File: config.mk
export PLATFORM = sky130hd
export DESIGN_NAME = complex_vector_magnitude
export DESIGN_NICKNAME = d
export VERILOG_FILES = /design/src/sv/cvm_pkg.sv /design/src/sv/complex_vector_magnitude.sv /design/src/sv/cvm_ctrl.sv /design/src/sv/cvm_datapath.sv
export SDC_FILE = /design/constraint.sdc
export NUM_CORES = 2
export LEC_CHECK = 0
export BUFFER_PORTS_ARGS = -buffer_cell sky130_fd_sc_hd__buf_2
export CORE_MARGIN = 2
export CORE_UTILIZATION = 30
export CTS_BUF_LIST = sky130_fd_sc_hd__clkbuf_16
export DETAILED_ROUTE_END_ITERATION = 7
export PLACE_DENSITY_LB_ADDON = 0.3
export SLEW_MARGIN = 0
export SYNTH_ARGS = -nofsm -noshare
export SYNTH_HDL_FRONTEND = slang
export SYNTH_SLANG_ARGS = --single-unit
export TNS_END_PERCENT = 100
File: constraint.sdc
create_clock -name clk -period 6.1 [get_ports clk]
set_clock_uncertainty 0.1 [all_clocks]
set_input_delay 0 -clock clk [delete_from_list [all_inputs] [get_ports clk]]
set_output_delay 0 -clock clk [all_outputs]
set_load 0.005 [all_outputs]
File: src/sv/cvm_pkg.sv
`timescale 1ns / 1ps

package cvm_pkg;

  // sample and accumulator widths
  localparam int SAMPLE_WIDTH = 16;
  localparam int SQ_W         = 2 * SAMPLE_WIDTH;
  localparam int ACC_W        = 44;
  localparam int MAG_W        = ACC_W / 2;
  localparam int REM_W        = MAG_W + 2;
  localparam int ROOT_STEPS   = MAG_W;
  localparam int CNT_W        = $clog2(ROOT_STEPS + 1);

  localparam logic [ACC_W-1:0] ACC_MAX = '1;

  // configuration register indexes
  localparam int CFG_IDX_W = 1;
  localparam logic [CFG_IDX_W-1:0] REG_USE_REAL = 1'd0;
  localparam logic [CFG_IDX_W-1:0] REG_USE_IMAG = 1'd1;

  // controller to datapath
  typedef struct packed {
    logic load_root;
    logic step_root;
    logic emit;
  } cmd_t;

  // datapath to controller
  typedef struct packed {
    logic accept_last;
    logic root_done;
    logic out_busy;
  } status_t;

endpackage

File: src/sv/complex_vector_magnitude.sv
`timescale 1ns / 1ps
// channel | direction | handshake           | payload
// cfg     | in        | cfg_we              | cfg_index, cfg_data
// in      | in        | in_valid / in_ready | real_value, imag_value, last_element
// out     | out       | out_valid/out_ready | magnitude, sum_saturated
//
// one element per cycle is taken while a vector streams in
// after a last element: a flush state, 22 root steps of the shared
// shift-subtract unit and a handoff, and no element is taken until the
// handoff returns the sequencer to run
// a held result delays the handoff of the next root, and input waits with it
// rst is synchronous: sum, flag and config (both parts enabled) are restored

module complex_vector_magnitude (
  input  logic                                    clk,
  input  logic                                    rst,
  input  logic                                    cfg_we,
  input  logic [cvm_pkg::CFG_IDX_W-1:0]           cfg_index,
  input  logic                                    cfg_data,
  input  logic                                    in_valid,
  output logic                                    in_ready,
  input  logic signed [cvm_pkg::SAMPLE_WIDTH-1:0] real_value,
  input  logic signed [cvm_pkg::SAMPLE_WIDTH-1:0] imag_value,
  input  logic                                    last_element,
  output logic                                    out_valid,
  input  logic                                    out_ready,
  output logic [cvm_pkg::MAG_W-1:0]               magnitude,
  output logic                                    sum_saturated
);

  cvm_pkg::cmd_t    cmd;
  cvm_pkg::status_t st;

  // sequencer
  cvm_ctrl u_ctrl (
    .clk      (clk),
    .rst      (rst),
    .st       (st),
    .cmd      (cmd),
    .in_ready (in_ready)
  );

  // squares, accumulator and root unit
  cvm_datapath u_datapath (
    .clk           (clk),
    .rst           (rst),
    .cfg_we        (cfg_we),
    .cfg_index     (cfg_index),
    .cfg_data      (cfg_data),
    .in_valid      (in_valid),
    .in_ready      (in_ready),
    .real_value    (real_value),
    .imag_value    (imag_value),
    .last_element  (last_element),
    .out_ready     (out_ready),
    .cmd           (cmd),
    .st            (st),
    .out_valid     (out_valid),
    .magnitude     (magnitude),
    .sum_saturated (sum_saturated)
  );

endmodule

File: src/sv/cvm_ctrl.sv
`timescale 1ns / 1ps

module cvm_ctrl (
  input  logic            clk,
  input  logic            rst,
  input  cvm_pkg::status_t st,
  output cvm_pkg::cmd_t    cmd,
  output logic            in_ready
);

  typedef enum logic [2:0] {
    S_RUN   = 3'b001,
    S_FLUSH = 3'b010,
    S_ROOT  = 3'b100
  } state_t;

  state_t state;
  state_t state_next;

  // state register
  always_ff @(posedge clk) begin
    if (rst) begin
      state <= S_RUN;
    end else begin
      state <= state_next;
    end
  end

  // next state and commands
  always_comb begin
    state_next    = state;
    cmd.load_root = 1'b0;
    cmd.step_root = 1'b0;
    cmd.emit      = 1'b0;
    in_ready      = 1'b0;
    case (state)
      S_RUN: begin
        in_ready = 1'b1;
        if (st.accept_last) begin
          state_next = S_FLUSH;
        end
      end
      S_FLUSH: begin
        cmd.load_root = 1'b1;
        state_next    = S_ROOT;
      end
      S_ROOT: begin
        if (!st.root_done) begin
          cmd.step_root = 1'b1;
        end else if (!st.out_busy) begin
          cmd.emit   = 1'b1;
          state_next = S_RUN;
        end
      end
      default: begin
        state_next = S_RUN;
      end
    endcase
  end

endmodule

File: src/sv/cvm_datapath.sv
`timescale 1ns / 1ps

module cvm_datapath (
  input  logic                                  clk,
  input  logic                                  rst,
  input  logic                                  cfg_we,
  input  logic [cvm_pkg::CFG_IDX_W-1:0]         cfg_index,
  input  logic                                  cfg_data,
  input  logic                                  in_valid,
  input  logic                                  in_ready,
  input  logic signed [cvm_pkg::SAMPLE_WIDTH-1:0] real_value,
  input  logic signed [cvm_pkg::SAMPLE_WIDTH-1:0] imag_value,
  input  logic                                  last_element,
  input  logic                                  out_ready,
  input  cvm_pkg::cmd_t                         cmd,
  output cvm_pkg::status_t                      st,
  output logic                                  out_valid,
  output logic [cvm_pkg::MAG_W-1:0]             magnitude,
  output logic                                  sum_saturated
);

  logic                          use_real_part;
  logic                          use_imag_part;
  logic                          accept;
  logic                          pipe_valid;
  logic [cvm_pkg::SQ_W-1:0]      sq_re;
  logic [cvm_pkg::SQ_W-1:0]      sq_im;
  logic signed [cvm_pkg::SQ_W-1:0] prod_re;
  logic signed [cvm_pkg::SQ_W-1:0] prod_im;
  logic [cvm_pkg::ACC_W-1:0]     square_sum;
  logic                          overflow_seen;
  logic [cvm_pkg::ACC_W:0]       sum_total;
  logic                          sum_sat;
  logic [cvm_pkg::ACC_W-1:0]     square_sum_next;
  logic                          overflow_next;
  logic [cvm_pkg::ACC_W-1:0]     root_op;
  logic [cvm_pkg::REM_W-1:0]     root_rem;
  logic [cvm_pkg::MAG_W-1:0]     root;
  logic                          root_flag;
  logic [cvm_pkg::CNT_W-1:0]     root_cnt;
  logic [cvm_pkg::REM_W+1:0]     rem_shift;
  logic [cvm_pkg::REM_W+1:0]     trial;
  logic                          take;

  assign accept = in_valid && in_ready;

  // configuration registers
  always_ff @(posedge clk) begin
    if (rst) begin
      use_real_part <= 1'b1;
      use_imag_part <= 1'b1;
    end else if (cfg_we) begin
      case (cfg_index)
        cvm_pkg::REG_USE_REAL: use_real_part <= cfg_data;
        cvm_pkg::REG_USE_IMAG: use_imag_part <= cfg_data;
        default: begin
        end
      endcase
    end
  end

  // square stage
  assign prod_re = real_value * real_value;
  assign prod_im = imag_value * imag_value;

  always_ff @(posedge clk) begin
    if (rst) begin
      pipe_valid <= 1'b0;
    end else begin
      pipe_valid <= accept;
    end
  end

  always_ff @(posedge clk) begin
    if (accept) begin
      sq_re <= use_real_part ? prod_re : '0;
      sq_im <= use_imag_part ? prod_im : '0;
    end
  end

  // saturating accumulate of both squares
  assign sum_total = {1'b0, square_sum}
                   + {{(cvm_pkg::ACC_W + 1 - cvm_pkg::SQ_W){1'b0}}, sq_re}
                   + {{(cvm_pkg::ACC_W + 1 - cvm_pkg::SQ_W){1'b0}}, sq_im};
  assign sum_sat = sum_total >= {1'b0, cvm_pkg::ACC_MAX};

  always_comb begin
    square_sum_next = square_sum;
    overflow_next   = overflow_seen;
    if (pipe_valid) begin
      if (sum_sat) begin
        square_sum_next = cvm_pkg::ACC_MAX;
        overflow_next   = 1'b1;
      end else begin
        square_sum_next = sum_total[cvm_pkg::ACC_W-1:0];
      end
    end
  end

  always_ff @(posedge clk) begin
    if (rst || cmd.load_root) begin
      square_sum    <= '0;
      overflow_seen <= 1'b0;
    end else begin
      square_sum    <= square_sum_next;
      overflow_seen <= overflow_next;
    end
  end

  // one root bit per step, two operand bits in
  assign rem_shift = {root_rem, root_op[cvm_pkg::ACC_W-1 -: 2]};
  assign trial     = {2'b00, root, 2'b01};
  assign take      = rem_shift >= trial;

  always_ff @(posedge clk) begin
    if (rst) begin
      root_cnt <= cvm_pkg::CNT_W'(cvm_pkg::ROOT_STEPS);
    end else if (cmd.load_root) begin
      root_cnt <= '0;
    end else if (cmd.step_root) begin
      root_cnt <= root_cnt + 1'b1;
    end
  end

  always_ff @(posedge clk) begin
    if (cmd.load_root) begin
      root_op   <= square_sum_next;
      root_rem  <= '0;
      root      <= '0;
      root_flag <= overflow_next;
    end else if (cmd.step_root) begin
      root_op  <= {root_op[cvm_pkg::ACC_W-3:0], 2'b00};
      root_rem <= take ? cvm_pkg::REM_W'(rem_shift - trial)
                       : rem_shift[cvm_pkg::REM_W-1:0];
      root     <= {root[cvm_pkg::MAG_W-2:0], take};
    end
  end

  // output register
  always_ff @(posedge clk) begin
    if (rst) begin
      out_valid <= 1'b0;
    end else if (cmd.emit) begin
      out_valid <= 1'b1;
    end else if (out_ready) begin
      out_valid <= 1'b0;
    end
  end

  always_ff @(posedge clk) begin
    if (cmd.emit) begin
      magnitude     <= root;
      sum_saturated <= root_flag;
    end
  end

  // status to controller
  assign st.accept_last = accept && last_element;
  assign st.root_done   = root_cnt == cvm_pkg::CNT_W'(cvm_pkg::ROOT_STEPS);
  assign st.out_busy    = out_valid && !out_ready;

endmodule

==> results_dict.tcl <==
set metrics [dict create \
    clock-root-buffer "clkbuf_16" \
    drtIter0Drc 1367 \
    grt_pass1_vias 23990 \
    synth_common_cells "inv_1 (697), fa_1 (501), nand2_1 (274)" \
    ys_types 87 \
    drive_above_1_share_pct 12.18 \
    area_growth_pct 15.15 \
    die_h_microns 324.5 \
    ys_seq_area_share_pct 19.36 \
    num_vias 22870 \
    reg2reg_depth 14 \
    postCtsSetupRepairBufs 0 \
    antennaDiodeCount 0 \
    status "finished clean" \
    ys_ff_latch 233 \
    yosys_warnings 0 \
    design.final.nets 4376 \
    report.final.hold_viol_count 0 \
    cp_data_arrival_time_ns 5.94 \
    io-pin-count 65 \
    htree_levels 1 \
    yosysMostFrequentCell "inv_1" \
    start_kind "primary input" \
    die_area_sq_mm 0.1053 \
    grt_use_total_pct 13.97 \
    die_w_microns 324.5 \
    cts.path.max_buffers 3 \
    avgSynthCellArea_sq_um 9.276 \
    worst_slew_pin_slew_ns 1.212 \
    end_kind "flop" \
    slew_violations 0 \
    wl_per_cell_microns 14.46 \
    synth_cells 3322 \
    cts_tree "done" \
    antenna_left 0 \
    required_ns 6.28 \
    holdWs_ns 0.08723 \
    drtPass1Iterations 8 \
    grt.overflow.total 0 \
    core_area_sq_mm 0.1019 \
    fin_cells 4981 \
    routabilityCongestion 0.8455 \
    reg2reg_slack_ns 1.06 \
    worstSetupStartpoint "imag_value[9]" \
    fmax_ghz 0.1738 \
    grt_pass1_wl_microns 121100 \
    holdCritPathClass "in -> reg" \
    yosysTopAreaCellShare_pct 32.55 \
    worst-path-max-fanout 7 \
    place_area_sq_mm 0.03470 \
    whs_path_depth 4 \
    synthFlopType "edfxtp_1" \
    clk_pin_slew_ns 0.07 \
    clkSinkCount 233 \
    period_needed_ns 5.753 \
    relSlewSlack_pct 19.21 \
    hold_end "u_datapath.sq_re[2]" \
    antenna_found_initial 0 \
    place_hpwl_microns 60960 \
    grt_max_degree 68 \
    clkLatencyLatePin_ns 0.54 \
    start_util_pct 30.24 \
    min_period_over_period_pct 94.32 \
    drc 0 \
    design_area_sq_mm 0.03548 \
    async_reset_ff_share_pct 0 \
    setup_violations 0 \
    syn-num-nets 4101 \
    synth_top_cell_by_area "fa_1" \
    rsz0062_at_grt "false" \
    routed_wl_microns 72020 \
    r2r_end "u_datapath.root_op[20]" \
    synth_edf_count 130 \
    placed_cells 4931 \
    synth_area_sq_mm 0.03081 \
    hold_start "real_value[1]" \
    drv_cap 0 \
    port_buffers 64 \
    avgViaCountPerCell 4.591 \
    r2r_start "u_datapath.sq_im[4]" \
    worstSetupPathType "in -> reg" \
    rows 117 \
    cts_made_buffers 22 \
    synth_area_leaders "fa_1 (33%), edfxtp_1 (13%), ha_1 (9.7%), inv_1 (8.5%), dfxtp_1 (6.7%)" \
]
==> worst max path at each step <==
stage	cells past startpoint	to	slack, ns
floorplan	21	u_datapath.sq_re[31]	-0.03
global placement	24	u_datapath.sq_im[31]	-0.31
detailed placement	24	u_datapath.sq_im[31]	-0.31
CTS	24	u_datapath.sq_im[31]	0.23
global route	24	u_datapath.sq_im[31]	0.006
finish	24	u_datapath.sq_im[31]	0.35
==> layout make-up <==
type	instances	area [sq um]
fillers	10620	66400
flip-flops and latches	233	5967
inverters	700	2628
multi-input cells	2281	21860
repair buffers	359	2660
well taps	1368	1712
clock inverters	18	103.9
clock buffers	22	550.5
==> what timing repair did <==
action / in CTS / in global routing
gates resized for setup: 0 / 5
hold buffers: 10 / 0
hold endpoints to repair: 10 / 0
endpoints found under the setup margin: 0 / 3
==> metal layers <==
metal  GRT usage, %  wire length [microns]  vias up
li1               -                      -    11200
met1          18.88                  33450    11360
met2          24.64                  35690      245
met3          1.081                   1569       66
met4          2.466                   1317        0
met5              0                      0        -
==> cells by family (layout without fill, tap and decap cells) <==
group	after synthesis	count (layout)	synth area share [%]
fa+ha+maj	739	739	42.21
xor+xnor	117	117	3.325
buf+inv	808	1099	9.871
simple gates	883	883	13.59
compound gates	510	510	10.63
other cells	2	2	0.02437
mux	30	30	0.9948
flops	233	233	19.36
==> critical path, cell delays in order <==
cell and delay [ns]:
buf_2 0.16, and2_1 0.19, inv_1 0.06, fa_1 0.50, inv_1 0.07, fa_1 0.50, inv_1 0.05, fa_1 0.52
inv_1 0.04, fa_1 0.45, fa_1 0.49, inv_1 0.05, fa_1 0.47, inv_1 0.04, ha_1 0.28, nand3_1 0.10
a2111o_1 0.40, a41oi_2 0.27, o31ai_2 0.12, a31oi_1 0.33, a31oi_1 0.17, o21ai_1 0.26, a21oi_1 0.10, a311o_1 0.32
==> stage by stage <==
stage          utilization (%)  worst slack [ns]  setup TNS, ns
2_1_floorplan                -          -0.02696       -0.02696
3_3_place_gp             34.05           -0.3105         -2.656
3_5_place_dp             34.05           -0.3096         -2.853
4_1_cts                  34.79            0.2295              0
5_1_grt                  34.83          0.005598              0
6_report                 34.83            0.3467              0
==> state kept, by name, indices dropped and copies added (netlist names) <==
register and cells:
u_datapath.root_op 44, u_datapath.square_sum 44, u_datapath.sq_im 31, u_datapath.sq_re 31, u_datapath.root_rem 24, u_datapath.magnitude 22
u_datapath.root 22, u_datapath.root_cnt 5, u_ctrl.state 3, u_datapath.out_valid 1, u_datapath.overflow_seen 1, u_datapath.pipe_valid 1
u_datapath.root_flag 1, u_datapath.sum_saturated 1, u_datapath.use_imag_part 1, u_datapath.use_real_part 1
==> layout by cell type (no fill, tap or decap), drive strengths merged, types with 68 or more instances in the layout <==
cell	instances
edfxtp	130
dfxtp	103
o21ai	127
fa	501
nand2	274
a21oi	142
inv	701
and2	87
ha	238
xnor2	81
nor2	248
nand3	68
buf	349
Power is left out: the tool's default activity adds up to more than one toggle a clock period on the data nets, which glitch-free logic cannot reach.
